### src/gbs_pkg.sv
package gbs_pkg;

  // Field widths fixed by the interface
  localparam int CP_W         = 21;
  localparam int CLASS_W      = 3;
  localparam int OUT_CNT_W    = 16;
  localparam int COUNT_BITS_DEFAULT = 16;

  // Character classes
  localparam logic [CLASS_W-1:0] CLS_OTHER   = 3'd0;
  localparam logic [CLASS_W-1:0] CLS_CR      = 3'd1;
  localparam logic [CLASS_W-1:0] CLS_LF      = 3'd2;
  localparam logic [CLASS_W-1:0] CLS_CONTROL = 3'd3;
  localparam logic [CLASS_W-1:0] CLS_EXTEND  = 3'd4;
  localparam logic [CLASS_W-1:0] CLS_ZWJ     = 3'd5;
  localparam logic [CLASS_W-1:0] CLS_RI      = 3'd6;
  localparam logic [CLASS_W-1:0] CLS_PICTO   = 3'd7;

  // Join state of the segmenter
  typedef enum logic [2:0] {
    MODE_START     = 3'd0,
    MODE_AFTER_CR  = 3'd1,
    MODE_CLOSED    = 3'd2,
    MODE_ABSORB    = 3'd3,
    MODE_RI_ABSORB = 3'd4
  } mode_t;

  typedef struct packed {
    logic [CP_W-1:0] code_point;
    logic            last;
  } in_beat_t;

  typedef struct packed {
    logic                 starts_cluster;
    logic [CLASS_W-1:0]   char_class;
    logic [OUT_CNT_W-1:0] cluster_count;
    logic                 end_of_text;
  } out_beat_t;

  // Classified item passed from front to back
  typedef struct packed {
    logic [CLASS_W-1:0] char_class;
    logic               last;
  } cls_item_t;

endpackage

### src/grapheme_boundary_segmenter.sv
// Grapheme boundary segmenter: takes one decoded code point per beat, gives
// one result beat per code point with its character class, a flag for a
// cluster boundary before it, and the saturating cluster count of the text
// so far (low 16 bits of a COUNT_BITS counter). A beat with last set closes
// the text and clears the count and join state for the next one. Sustained
// rate is one beat per cycle while the output is not stalled, set by the
// join-state update in the back end; a beat passes through the classifier
// register, the queue and the output register before it is presented. A
// classifier stage and a two-entry queue in front of the state update let
// the input keep flowing while the output is stalled, until the queue fills.
module grapheme_boundary_segmenter #(
  parameter int COUNT_BITS = gbs_pkg::COUNT_BITS_DEFAULT
) (
  input  logic               clk,
  input  logic               rst_n,
  input  logic               in_valid,
  output logic               in_stall,
  input  gbs_pkg::in_beat_t  in_data,
  output logic               out_valid,
  input  logic               out_stall,
  output gbs_pkg::out_beat_t out_data
);
  import gbs_pkg::*;

  logic      push, q_full, q_valid, pop;
  cls_item_t push_item, q_item;

  gbs_front u_front (
    .clk       (clk),
    .rst_n     (rst_n),
    .in_valid  (in_valid),
    .in_stall  (in_stall),
    .in_data   (in_data),
    .push      (push),
    .push_item (push_item),
    .q_full    (q_full)
  );

  gbs_queue u_queue (
    .clk       (clk),
    .rst_n     (rst_n),
    .push      (push),
    .push_item (push_item),
    .full      (q_full),
    .q_valid   (q_valid),
    .q_item    (q_item),
    .pop       (pop)
  );

  gbs_back #(
    .COUNT_BITS (COUNT_BITS)
  ) u_back (
    .clk       (clk),
    .rst_n     (rst_n),
    .q_valid   (q_valid),
    .q_item    (q_item),
    .pop       (pop),
    .out_valid (out_valid),
    .out_stall (out_stall),
    .out_data  (out_data)
  );

endmodule

### src/gbs_front.sv
module gbs_front (
  input  logic              clk,
  input  logic              rst_n,
  input  logic              in_valid,
  output logic              in_stall,
  input  gbs_pkg::in_beat_t in_data,
  output logic              push,
  output gbs_pkg::cls_item_t push_item,
  input  logic              q_full
);
  import gbs_pkg::*;

  logic               vld_r, vld_nxt;
  cls_item_t          item_r;
  logic [CLASS_W-1:0] cls;
  logic               accept;

  function automatic logic [CLASS_W-1:0] classify(input logic [CP_W-1:0] cp);
    logic [CLASS_W-1:0] c;
    begin
      c = CLS_OTHER;
      if (cp == 21'h00000D) begin
        c = CLS_CR;
      end else if (cp == 21'h00000A) begin
        c = CLS_LF;
      end else if (cp < 21'h000020 || (cp >= 21'h00007F && cp < 21'h0000A0)) begin
        c = CLS_CONTROL;
      end else if ((cp >= 21'h000300 && cp <= 21'h00036F) ||
                   (cp >= 21'h001AB0 && cp <= 21'h001AFF) ||
                   (cp >= 21'h001DC0 && cp <= 21'h001DFF) ||
                   (cp >= 21'h0020D0 && cp <= 21'h0020FF) ||
                   (cp >= 21'h00FE20 && cp <= 21'h00FE2F)) begin
        c = CLS_EXTEND;
      end else if (cp == 21'h00200D) begin
        c = CLS_ZWJ;
      end else if (cp >= 21'h01F1E6 && cp <= 21'h01F1FF) begin
        c = CLS_RI;
      end else if ((cp >= 21'h01F300 && cp <= 21'h01FAFF) ||
                   (cp >= 21'h01F000 && cp <= 21'h01F02F)) begin
        c = CLS_PICTO;
      end
      return c;
    end
  endfunction

  // Classify the incoming code point
  assign cls = classify(in_data.code_point);

  // Hold the stage while the queue is full
  assign push      = vld_r && !q_full;
  assign in_stall  = vld_r && q_full;
  assign accept    = in_valid && !in_stall;
  assign push_item = item_r;

  always_comb begin
    vld_nxt = vld_r;
    if (accept) begin
      vld_nxt = 1'b1;
    end else if (push) begin
      vld_nxt = 1'b0;
    end
  end

  always_ff @(posedge clk) begin
    if (!rst_n) begin
      vld_r <= 1'b0;
    end else begin
      vld_r <= vld_nxt;
    end
  end

  // Capture the classified beat
  always_ff @(posedge clk) begin
    if (accept) begin
      item_r.char_class <= cls;
      item_r.last       <= in_data.last;
    end
  end

endmodule

### src/gbs_queue.sv
module gbs_queue (
  input  logic               clk,
  input  logic               rst_n,
  input  logic               push,
  input  gbs_pkg::cls_item_t push_item,
  output logic               full,
  output logic               q_valid,
  output gbs_pkg::cls_item_t q_item,
  input  logic               pop
);
  import gbs_pkg::*;

  localparam int DEPTH = 2;

  cls_item_t  entry_r [DEPTH];
  logic       wr_ptr_r, wr_ptr_nxt;
  logic       rd_ptr_r, rd_ptr_nxt;
  logic [1:0] cnt_r, cnt_nxt;

  assign full    = (cnt_r == 2'(DEPTH));
  assign q_valid = (cnt_r != 2'd0);
  assign q_item  = entry_r[rd_ptr_r];

  // Advance pointers and occupancy
  always_comb begin
    wr_ptr_nxt = push ? ~wr_ptr_r : wr_ptr_r;
    rd_ptr_nxt = pop  ? ~rd_ptr_r : rd_ptr_r;
    cnt_nxt    = cnt_r;
    if (push && !pop) begin
      cnt_nxt = cnt_r + 2'd1;
    end else if (pop && !push) begin
      cnt_nxt = cnt_r - 2'd1;
    end
  end

  always_ff @(posedge clk) begin
    if (!rst_n) begin
      wr_ptr_r <= 1'b0;
      rd_ptr_r <= 1'b0;
      cnt_r    <= 2'd0;
    end else begin
      wr_ptr_r <= wr_ptr_nxt;
      rd_ptr_r <= rd_ptr_nxt;
      cnt_r    <= cnt_nxt;
    end
  end

  always_ff @(posedge clk) begin
    if (push) begin
      entry_r[wr_ptr_r] <= push_item;
    end
  end

endmodule

### src/gbs_back.sv
module gbs_back #(
  parameter int COUNT_BITS = gbs_pkg::COUNT_BITS_DEFAULT
) (
  input  logic               clk,
  input  logic               rst_n,
  input  logic               q_valid,
  input  gbs_pkg::cls_item_t q_item,
  output logic               pop,
  output logic               out_valid,
  input  logic               out_stall,
  output gbs_pkg::out_beat_t out_data
);
  import gbs_pkg::*;

  mode_t                 mode_r, mode_nxt;
  logic [COUNT_BITS-1:0] cnt_r, cnt_nxt, cnt_upd;
  logic                  out_vld_r, out_vld_nxt;
  out_beat_t             out_r;
  logic                  starts;
  logic [OUT_CNT_W-1:0]  cnt_low;
  logic [CLASS_W-1:0]    c;

  assign c = q_item.char_class;

  // Take a beat whenever the output register is free or draining
  assign pop       = q_valid && (!out_vld_r || !out_stall);
  assign out_valid = out_vld_r;
  assign out_data  = out_r;

  // Next join state
  always_comb begin
    unique case (mode_r)
      MODE_AFTER_CR: begin
        if (c == CLS_LF) begin
          mode_nxt = MODE_CLOSED;
        end else begin
          mode_nxt = MODE_CLOSED;
          if (c == CLS_CR) mode_nxt = MODE_AFTER_CR;
          else if (c == CLS_RI) mode_nxt = MODE_RI_ABSORB;
          else if (c != CLS_CONTROL && c != CLS_LF) mode_nxt = MODE_ABSORB;
        end
      end
      MODE_ABSORB, MODE_RI_ABSORB: begin
        if (c == CLS_EXTEND || c == CLS_ZWJ) begin
          mode_nxt = mode_r;
        end else if (mode_r == MODE_RI_ABSORB && c == CLS_RI) begin
          mode_nxt = MODE_CLOSED;
        end else begin
          mode_nxt = MODE_CLOSED;
          if (c == CLS_CR) mode_nxt = MODE_AFTER_CR;
          else if (c == CLS_RI) mode_nxt = MODE_RI_ABSORB;
          else if (c != CLS_CONTROL && c != CLS_LF) mode_nxt = MODE_ABSORB;
        end
      end
      default: begin
        mode_nxt = MODE_CLOSED;
        if (c == CLS_CR) mode_nxt = MODE_AFTER_CR;
        else if (c == CLS_RI) mode_nxt = MODE_RI_ABSORB;
        else if (c != CLS_CONTROL && c != CLS_LF) mode_nxt = MODE_ABSORB;
      end
    endcase
    if (q_item.last) begin
      mode_nxt = MODE_START;
    end
    if (!pop) begin
      mode_nxt = mode_r;
    end
  end

  // Boundary decision
  always_comb begin
    unique case (mode_r)
      MODE_AFTER_CR:  starts = (c != CLS_LF);
      MODE_ABSORB:    starts = !(c == CLS_EXTEND || c == CLS_ZWJ);
      MODE_RI_ABSORB: starts = !(c == CLS_EXTEND || c == CLS_ZWJ || c == CLS_RI);
      default:        starts = 1'b1;
    endcase
  end

  // Saturating cluster count
  always_comb begin
    cnt_upd = cnt_r;
    if (starts && (cnt_r != {COUNT_BITS{1'b1}})) begin
      cnt_upd = cnt_r + COUNT_BITS'(1);
    end
    cnt_nxt = cnt_r;
    if (pop) begin
      cnt_nxt = q_item.last ? '0 : cnt_upd;
    end
  end

  generate
    if (COUNT_BITS >= OUT_CNT_W) begin : g_cnt_trunc
      assign cnt_low = cnt_upd[OUT_CNT_W-1:0];
    end else begin : g_cnt_ext
      assign cnt_low = {{(OUT_CNT_W-COUNT_BITS){1'b0}}, cnt_upd};
    end
  endgenerate

  always_comb begin
    out_vld_nxt = out_vld_r;
    if (pop) begin
      out_vld_nxt = 1'b1;
    end else if (!out_stall) begin
      out_vld_nxt = 1'b0;
    end
  end

  always_ff @(posedge clk) begin
    if (!rst_n) begin
      mode_r    <= MODE_START;
      cnt_r     <= '0;
      out_vld_r <= 1'b0;
    end else begin
      mode_r    <= mode_nxt;
      cnt_r     <= cnt_nxt;
      out_vld_r <= out_vld_nxt;
    end
  end

  // Load the result beat
  always_ff @(posedge clk) begin
    if (pop) begin
      out_r.starts_cluster <= starts;
      out_r.char_class     <= c;
      out_r.cluster_count  <= cnt_low;
      out_r.end_of_text    <= q_item.last;
    end
  end

endmodule

### config.mk
export PLATFORM = sky130hd
export DESIGN_NAME = grapheme_boundary_segmenter
export DESIGN_NICKNAME = d
export VERILOG_FILES = /design/src/gbs_pkg.sv /design/src/grapheme_boundary_segmenter.sv /design/src/gbs_front.sv /design/src/gbs_queue.sv /design/src/gbs_back.sv
export SDC_FILE = /design/constraint.sdc
export NUM_CORES = 1
export LEC_CHECK = 0
export BUFFER_PORTS_ARGS = -buffer_cell sky130_fd_sc_hd__buf_2
export CORE_MARGIN = 5
export CORE_UTILIZATION = 50
export DETAILED_ROUTE_END_ITERATION = 8
export PLACE_DENSITY = 0.72
export SETUP_SLACK_MARGIN = 0.4
export SYNTH_ARGS = -nofsm -noshare
export SYNTH_HDL_FRONTEND = slang
export SYNTH_SLANG_ARGS = --single-unit
### constraint.sdc
create_clock -name clk -period 6.1 [get_ports clk]
set_input_delay 0.61 -clock clk [delete_from_list [all_inputs] [get_ports clk]]
set_output_delay 0.61 -clock clk [all_outputs]
set_load 0.01 [all_outputs]
; ---- Word-level counts from Yosys, hierarchy flattened
; Memory sizes are Yosys's and may differ from the RTL's. A register that Yosys moved wholly into a read port is not among the register bits.
; Cells that the tools add are included.
[word_totals]
register_bits = 50
inputBits = 26
memories = 1
out_inout_bits = 23
wordCells = 124
ram_bits = 8
[op_classes]
eq_ne = 17
n_addsub = 3
reduce_logical = 41
n_bitwise = 2
n_mux = 27
magnitude_cmp = 19
[mem_list]
columns = name, depth, word_bits, read_ports, rd_clocked_by_memory_dff, write_ports, line
row1 = u_queue.entry_r, 2, 4, 1, 1, 1, gbs_queue.sv:15  ; cls_item_t entry_r [DEPTH];
[op_table]
columns = operator, n
row1 = $ge 21x17->1 const B, 3
row2 = $le 21x17->1 const B, 3
row3 = $eq 21x4->1 const B, 2
row4 = $ge 21x13->1 const B, 2
row5 = $le 21x13->1 const B, 2
row6 = $mux 16, 2
row7 = $mux 3, 10
row8 = $eq 21x14->1 const B, 1
row9 = $ge 21x10->1 const B, 1
row10 = $ge 21x14->1 const B, 1
row11 = $ge 21x16->1 const B, 1
row12 = $ge 21x7->1 const B, 1
row13 = $le 21x10->1 const B, 1
row14 = $le 21x14->1 const B, 1
row15 = $le 21x16->1 const B, 1
row16 = $lt 21x6->1 const B, 1
row17 = $lt 21x8->1 const B, 1
row18 = $logic_and 1x1->1, 18
row19 = $add 16x1->16 const B, 1
row20 = $ne 16x16->1 const B, 1
row21 = $eq 3x3->1 const B, 4
row22 = $logic_or 1x1->1, 9
row23 = $mux 1, 9
row24 = $ne 3x2->1 const B, 3
row25 = 15 further kinds, 30

; ---- Depth between registers and ports, before layout
; Gate-level depths: netlist of run 1.
[logic_depth]
word_depth = 9
depth_mapped = 9
depth_no_buf = 8

; ---- By module
; Synthesis of run 1 repeated with hierarchy kept, for this count alone.
[hier_totals]
hier_cells = 311
hier_area_um2 = 3205.6
[modules_own_cells]
columns = mod, n_inst, area_each_um2, cells_per_inst, seq_area_each_um2
row1 = gbs_back, 1, 2149.6, 213, 1031.0
row2 = gbs_front, 1, 549.3, 64, 140.1
row3 = gbs_queue, 1, 506.7, 34, 340.3

; ---- Worst setup path before layout of run 1
; No wires, ideal clock.
[synth_timing]
path_type = in2reg
start = in in_data[20] (netlist bit)
end = reg u_front.item_r (netlist bit u_front.push_item[1]), data pin
path_slack_ns = 3.902
setup_time_ns = 0.131
cell_stages = 6
t_required_ns = 5.969
path_buffers = 0
arrival_ns = 2.067
path_cell_list = or4_1 > nor4_1 > nand2_1 > a211oi_1 > o21bai_1 > o32a_1
[synth_via]
elab_chain_len = 9
word_cells_on_any_way = 43
[synth_rtl]
columns = item, line
row1 = start: declaration, grapheme_boundary_segmenter.sv:18  ; input gbs_pkg::in_beat_t in_data,
row2 = "$ge 21x17->1, or another cell as far along", gbs_front.sv:38  ; end else if ((cp >= 21'h01F300 && cp <= 21'h01FAFF) ||
row3 = "$logic_and 1x1->1, on equally long branches", --
row4 = "$logic_or 1x1->1, on equally long branches", "gbs_front.sv:38, gbs_front.sv:28"
row5 = $mux 3 or $logic_or 1x1->1 (tied branches), "gbs_front.sv:38, gbs_front.sv:29"
row6 = $mux 3 or $logic_or 1x1->1 (tied branches), "gbs_front.sv:36, gbs_front.sv:30"
row7 = $mux 3 or $logic_or 1x1->1 (tied branches), "gbs_front.sv:34, gbs_front.sv:31"
row8 = $mux 3, gbs_front.sv:28  ; end else if ((cp >= 21'h000300 && cp <= 21'h00036F) ||
row9 = $mux 2, gbs_front.sv:26  ; end else if (cp < 21'h000020 || (cp >= 21'h00007F && cp < 21'h0000A0)) begin
row10 = $mux 2, gbs_front.sv:24  ; end else if (cp == 21'h00000A) begin
row11 = end: declaration, gbs_front.sv:14  ; cls_item_t item_r;
; Parallel ways exist; a longest one is shown, timed or not.
; A chain may end at the register's enable or synchronous reset.

; ---- Final worst setup path of run 1
[layout_timing]
start = reg u_queue.cnt_r[0]
end = reg u_back.cnt_r[12]
[layout_via]
elab_chain_len = 2
[layout_rtl]
columns = item, line
row1 = start: declaration, gbs_queue.sv:18  ; logic [1:0] cnt_r, cnt_nxt;
row2 = start signal: assignment, gbs_queue.sv:44  ; cnt_r <= cnt_nxt;
row3 = $reduce_bool 2->1, gbs_queue.sv:21  ; assign q_valid = (cnt_r != 2'd0);
row4 = $logic_and 1x1->1, gbs_back.sv:26  ; assign pop = q_valid && (!out_vld_r || !out_stall);
row5 = via pop, grapheme_boundary_segmenter.sv:25  ; logic push, q_full, q_valid, pop;
row6 = end signal: assignment, gbs_back.sv:116  ; cnt_r <= cnt_nxt;
row7 = end: declaration, gbs_back.sv:16  ; logic [COUNT_BITS-1:0] cnt_r, cnt_nxt, cnt_upd;
; The timed path passes the listed nets, and every way through them passes these cells.

==> results of run 1 <==
through the flow:
| stage | worst slack [ns] | instances | area [um2] | hold WS, ns | power, W |
|---|---|---|---|---|---|
| 2_1_floorplan | 3.902 | 290 | 3035 | 0.4215 | 0.0007614 |
| 3_3_place_gp | 3.670 | 405 | 3328 | 0.4257 | 0.0008664 |
| 3_5_place_dp | 3.606 | 405 | 3328 | 0.4304 | 0.0008726 |
| 4_1_cts | 3.726 | 421 | 3571 | 0.4344 | 0.001302 |
| 5_1_grt | 3.484 | 421 | 3571 | 0.4416 | 0.001365 |
| 6_report | 3.732 | 421 | 3571 | 0.4353 | 0.001290 |
final timing paths:
check	startpoint	end	slack, ns	cells after the start
setup / recovery	u_queue.cnt_r[0]	u_back.cnt_r[12]	3.73	5
hold / removal	u_front.push_item[0]	u_queue.entry_r[1][0]	0.44	0
setup reg to reg	u_queue.cnt_r[0]	u_back.cnt_r[12]	3.73	5
hold reg to reg	u_front.push_item[0]	u_queue.entry_r[1][0]	0.44	0
cells by family after synthesis:
kind of cell,Yosys count,synth area share
DFF,59,0.4979
muxes,6,0.02349
xor gates and xnor gates,17,0.04905
AOI/OAI and AO/OA,66,0.1505
adders and majority gates,2,0.008243
buffers and inverters,19,0.02803
and+or+nand+nor,121,0.2428
report_power, final:
part	switching, W	internal [W]	total, W
clock	0.000146	0.000283	0.000429
sequential	0.0000348	0.000523	0.000558
combinational	0.000192	0.000112	0.000303
total	0.000372	0.000918	0.00129
worst max-delay path, delay by kind of cell (launching register included):
kind | cells | cell delay (ns)
AOI/OAI and AO/OA | 3 | 1.11
buffers and inverters | 1 | 0.70
DFF | 1 | 0.35
and+or+nand+nor | 1 | 0.06
cell usage in the layout, fill, tap and decap left out, types with 4 or more instances in the layout:
cell / instances
xor2_1: 7
buf_2: 48
nor2b_1: 4
a21o_1: 4
nand2_1: 29
nand4_1: 7
a31oi_1: 5
clkbuf_8: 10
o21ai_1: 7
a21oi_1: 9
or3_1: 7
xnor2_1: 10
nor2_1: 15
nand3_1: 10
edfxtp_1: 33
o21ai_0: 6
dfxtp_1: 26
inv_1: 8
and2_1: 7
nor3_1: 4
and3_1: 4
registers in the layout, summed over array words and instances (netlist names), named ones only:
register and flops:
u_queue.wr_ptr_r 1, u_queue.rd_ptr_r 1, u_back.mode_r 3, u_back.cnt_r 16
u_queue.entry_r 8, u_back.out_valid 1, u_back.out_data 21, u_queue.cnt_r 2
u_front.vld_r 1, u_front.push_item 4
cell type report:
class	instances	share of cell area
repair buffers	48	0.06727
multi-input cells	212	0.4029
well taps	75	0.02628
inverters	11	0.01226
clock inverters	4	0.02733
clock buffers	12	0.04064
flip-flops and latches	59	0.4233
metal layers:
layer / routed length (um) / global-route usage / up-vias
met3: 377 / 0.04516 / 6
met4: 76 / 0.07531 / 0
met2: 2696 / 0.2767 / 73
li1: - / - / 1204
met5: 0 / 0 / -
met1: 2733 / 0.2259 / 1072
==> impl_metrics.json, run 1 <==
{
  "yosys_warnings": 0,
  "drv_slew": 0,
  "synth_ff_type": "edfxtp_1",
  "rsz0062_at_grt": "false",
  "synth_area_leaders": "edfxtp_1 33%, dfxtp_1 17%, nand2_1 3.6%",
  "initial_core_util": 0.5127,
  "cts_hold_buf": 0,
  "synth-seq-cells": 59,
  "routed_via_density": 5.594,
  "cts.sink_count": 59,
  "netlist_instances": 290,
  "postRouteWirelength_mm": 5.884,
  "end_kind": "flip-flop",
  "syn-cell-area_mm2": 0.003035,
  "core-area_mm2": 0.005921,
  "multi_input_area_mm2": 0.001439,
  "drc": 0,
  "fmax_mhz": 422.4,
  "yosysSeqAreaShare": 0.4979,
  "tightest_slew_ns": 0.9500,
  "cts_setup_buffers": 0,
  "vias": 2355,
  "drive_gt1_frac": 0.2341,
  "slew_headroom": 0.3660,
  "finalSetupViolations": 0,
  "grt_usage": 0.1745,
  "required_ns": 6.28,
  "rows": 28,
  "slowest_delay_ns": 0.71,
  "critPathArrivalTime_ns": 2.55,
  "grt_pass1_wl_mm": 10.29,
  "synthArstFlopShare": 0,
  "setup.worst_path.start_class": "flip-flop",
  "tritoncts": "built",
  "outcome": "finished, final reports clean",
  "seqCellArea_mm2": 0.001511,
  "skew_ns": 0.008094,
  "grt_pass1_vias": 2252,
  "ys_types": 72,
  "synth-edff-count": 33,
  "p_leak_nw": 1.398,
  "fin_crit_sh": 0.3881,
  "fin_nets": 369,
  "antenna_found_initial": 0,
  "root_buffer": "clkbuf_8",
  "num_io_pins": 49,
  "final_util": 0.6031,
  "hp-class": "flip-flop to flip-flop",
  "ir_drop_mv": 0.2874,
  "cts_buffers": 9,
  "max_cap_violations": 0,
  "synth_nets": 318,
  "power.density_mw_per_mm2": 361.2,
  "firstDrtPassIters": 4,
  "post_synth.cell_area_avg_um2": 10.47,
  "synth_commonest_cells": "33 x edfxtp_1, 29 x nand2_1, 26 x dfxtp_1",
  "area_growth_pct": 17.64,
  "min_period_ns": 2.368,
  "grt.overflow.total": 0,
  "clkTransAtPathRegs_ns": 0.06,
  "cts_max_path_buffers": 2,
  "die_w_um": 87.92,
  "die-area_mm2": 0.007729,
  "htreeDepth": 3,
  "hold_violations": 0,
  "fp.dieH_um": 87.92,
  "drtIter0Drc": 173,
  "yosysTopAreaCell": "edfxtp_1",
  "clock_latency_ns": 0.34,
  "crit_fanout": 26,
  "post_cts_resized": 0,
  "fill_cells": 496,
  "port_buffers": 48,
  "synth_top_area_frac": 0.3265,
  "crit_type": "flip-flop to flip-flop",
  "final_antenna_net_count": 0,
  "fin_tns_setup_ns": 0,
  "yosysMostFrequentCell": "edfxtp_1",
  "routedWlPerCell_um": 13.98,
  "antennaDiodeCount": 0,
  "path_cells": "o2bb2ai_1 -> inv_1 -> a41o_1 -> nand2_1 -> a21oi_1",
  "dp.final_hpwl_mm": 4.426,
  "grt_max_degree": 27,
  "gp_congestion": 0.8922,
  "cp_slowest_cell": "o2bb2ai_1"
}
No activity file was read; power rests on OpenSTA's default activity.
==> inputs of run 2 (changes only) <==
--- a/config.mk
+++ b/config.mk
@@ -9,7 +9,7 @@
 export CORE_MARGIN = 5
 export CORE_UTILIZATION = 50
 export DETAILED_ROUTE_END_ITERATION = 8
-export PLACE_DENSITY = 0.72
+export PLACE_DENSITY = 0.75
 export SETUP_SLACK_MARGIN = 0.4
 export SYNTH_ARGS = -nofsm -noshare
 export SYNTH_HDL_FRONTEND = slang
==> constraint.sdc (replaced) <==
create_clock -name clk -period 1.9 [get_ports clk]
set_input_delay 0.19 -clock clk [delete_from_list [all_inputs] [get_ports clk]]
set_output_delay 0.19 -clock clk [all_outputs]
set_load 0.01 [all_outputs]
==> impl_metrics.json, run 2 (synthesis gave the netlist of run 1 again) <==
{
  "routed_via_density": 5.727,
  "min_period_ns": 1.945,
  "worst_slack_ns": -0.04481,
  "timing.hold.ws_ns": 0.03038,
  "antenna_found_initial": 0,
  "fin_nets": 420,
  "most-common-layout-cells": "47 x buf_2, 42 x buf_4, 33 x edfxtp_1, 25 x nand2_1",
  "cts_buffers": 9,
  "max_cap_violations": 0,
  "fill_cells": 425,
  "routedWlPerCell_um": 16.18,
  "hp-class": "input port to flip-flop",
  "final_antenna_net_count": 0,
  "drtIter0Drc": 183,
  "cts_max_path_buffers": 2,
  "port_buffers": 48,
  "crit_type": "flip-flop to flip-flop",
  "root_buffer": "clkbuf_8",
  "rsz0062_at_grt": "true",
  "outcome": "complete, but fails checks",
  "die-area_mm2": 0.007729,
  "final_cells": 472,
  "num_io_pins": 49,
  "grt_pass1_wl_mm": 11.96,
  "clkTransAtPathRegs_ns": 0.07,
  "firstDrtPassIters": 4,
  "power.density_mw_per_mm2": 989.1,
  "power.total_w": 0.004221,
  "antennaDiodeCount": 0,
  "drc": 0,
  "grt.overflow.total": 0,
  "initial_core_util": 0.5127,
  "grt_max_degree": 26,
  "grt_pass1_vias": 2551,
  "min_from": "in_data[0]",
  "seqCellArea_mm2": 0.001539,
  "final_common_cell": "buf_2",
  "fmax_mhz": 514.2,
  "final_util": 0.7208,
  "setup.worst_path.start_class": "flip-flop",
  "postRouteWirelength_mm": 7.635,
  "fp.dieH_um": 87.92,
  "htreeDepth": 3,
  "fin_crit_sh": 1.024,
  "grt_usage": 0.2007,
  "drive_gt1_frac": 0.4660,
  "core-area_mm2": 0.005921,
  "required_ns": 2.13,
  "clock_latency_ns": 0.34,
  "end_kind": "flip-flop",
  "tightest_slew_ns": 0.4250,
  "cts.sink_count": 59,
  "dp_cells": 440,
  "rows": 28,
  "slew_headroom": 0.7166,
  "die_w_um": 87.92,
  "critPathArrivalTime_ns": 2.18,
  "vias": 2703,
  "largest_reg_flops": 21,
  "multi_input_area_mm2": 0.001755,
  "tritoncts": "built",
  "area_growth_pct": 40.60,
  "gp_congestion": 0.8943,
  "ir_drop_mv": 0.6705,
  "hold_violations": 0,
  "finalSetupViolations": 15,
  "violations": "negative setup slack",
  "dp.final_hpwl_mm": 5.064,
  "cts_hold_buf": 0,
  "skew_ns": 0.008322,
  "drv_slew": 0,
  "crit_fanout": 6,
  "p_leak_nw": 1.719
}
run 2: metrics by stage:
stage	area, um2	TNS, ns	setup slack, ns
after floorplan	3167	-0.01089	-0.008301
after global placement	3710	-0.06653	-0.02856
after detailed placement	3710	-0.5099	-0.07846
after CTS	4061	-0.06877	-0.02697
after global routing	4268	-1.972	-0.1288
final	4268	-0.2840	-0.04481
run 2: power by group:
group          switching, W  internal [W]  leakage, nW
Clock              0.000469      0.000503       0.0872
Combinational      0.000776      0.000642         1.10
Sequential         0.000143       0.00169        0.534
run 2: repair_timing:
action,in CTS,in global routing
gates cloned,1,0
pin swaps,18,13
gates resized for setup,33,28
endpoints found under the hold margin,0,0
endpoints found under the setup margin,38,38
buffers inserted,6,9
run 2: layout make-up:
class | count | share of cell area
clock buffers | 13 | 0.03489
clock inverters | 3 | 0.003518
inverters | 11 | 0.01290
multi-input cells | 213 | 0.4113
flip-flops and latches | 59 | 0.3606
well taps | 75 | 0.02199
repair buffers | 98 | 0.1548
run 2: layer usage:
layer  share of wire  routed length, um  global-route usage  vias to the layer above
li1                -                  -                   -                     1317
met1            0.42               3171              0.2441                     1272
met2            0.50               3798              0.3377                       95
met3           0.060                456             0.04045                       19
met4           0.027                209              0.1004                        0
met5               0                  0                   0                        -
run 2: path summary, 6_finish.rpt:
path                                              end  slack [ns]  cells after the start
worst max-delay path                 u_back.cnt_r[11]       -0.04                      7
worst min-delay path             u_front.push_item[0]        0.03                      1
worst max register to register       u_back.cnt_r[11]       -0.04                      7
worst min register to register  u_queue.entry_r[0][3]        0.45                      0
run 2: critical path, stage by stage (launching register included):
cell     delay, ns
dfxtp_4       0.39
mux2_4        0.33
or3_4         0.36
nand3_4       0.17
buf_4         0.15
nor4_4        0.04
xor2_1        0.16
a22o_1        0.24
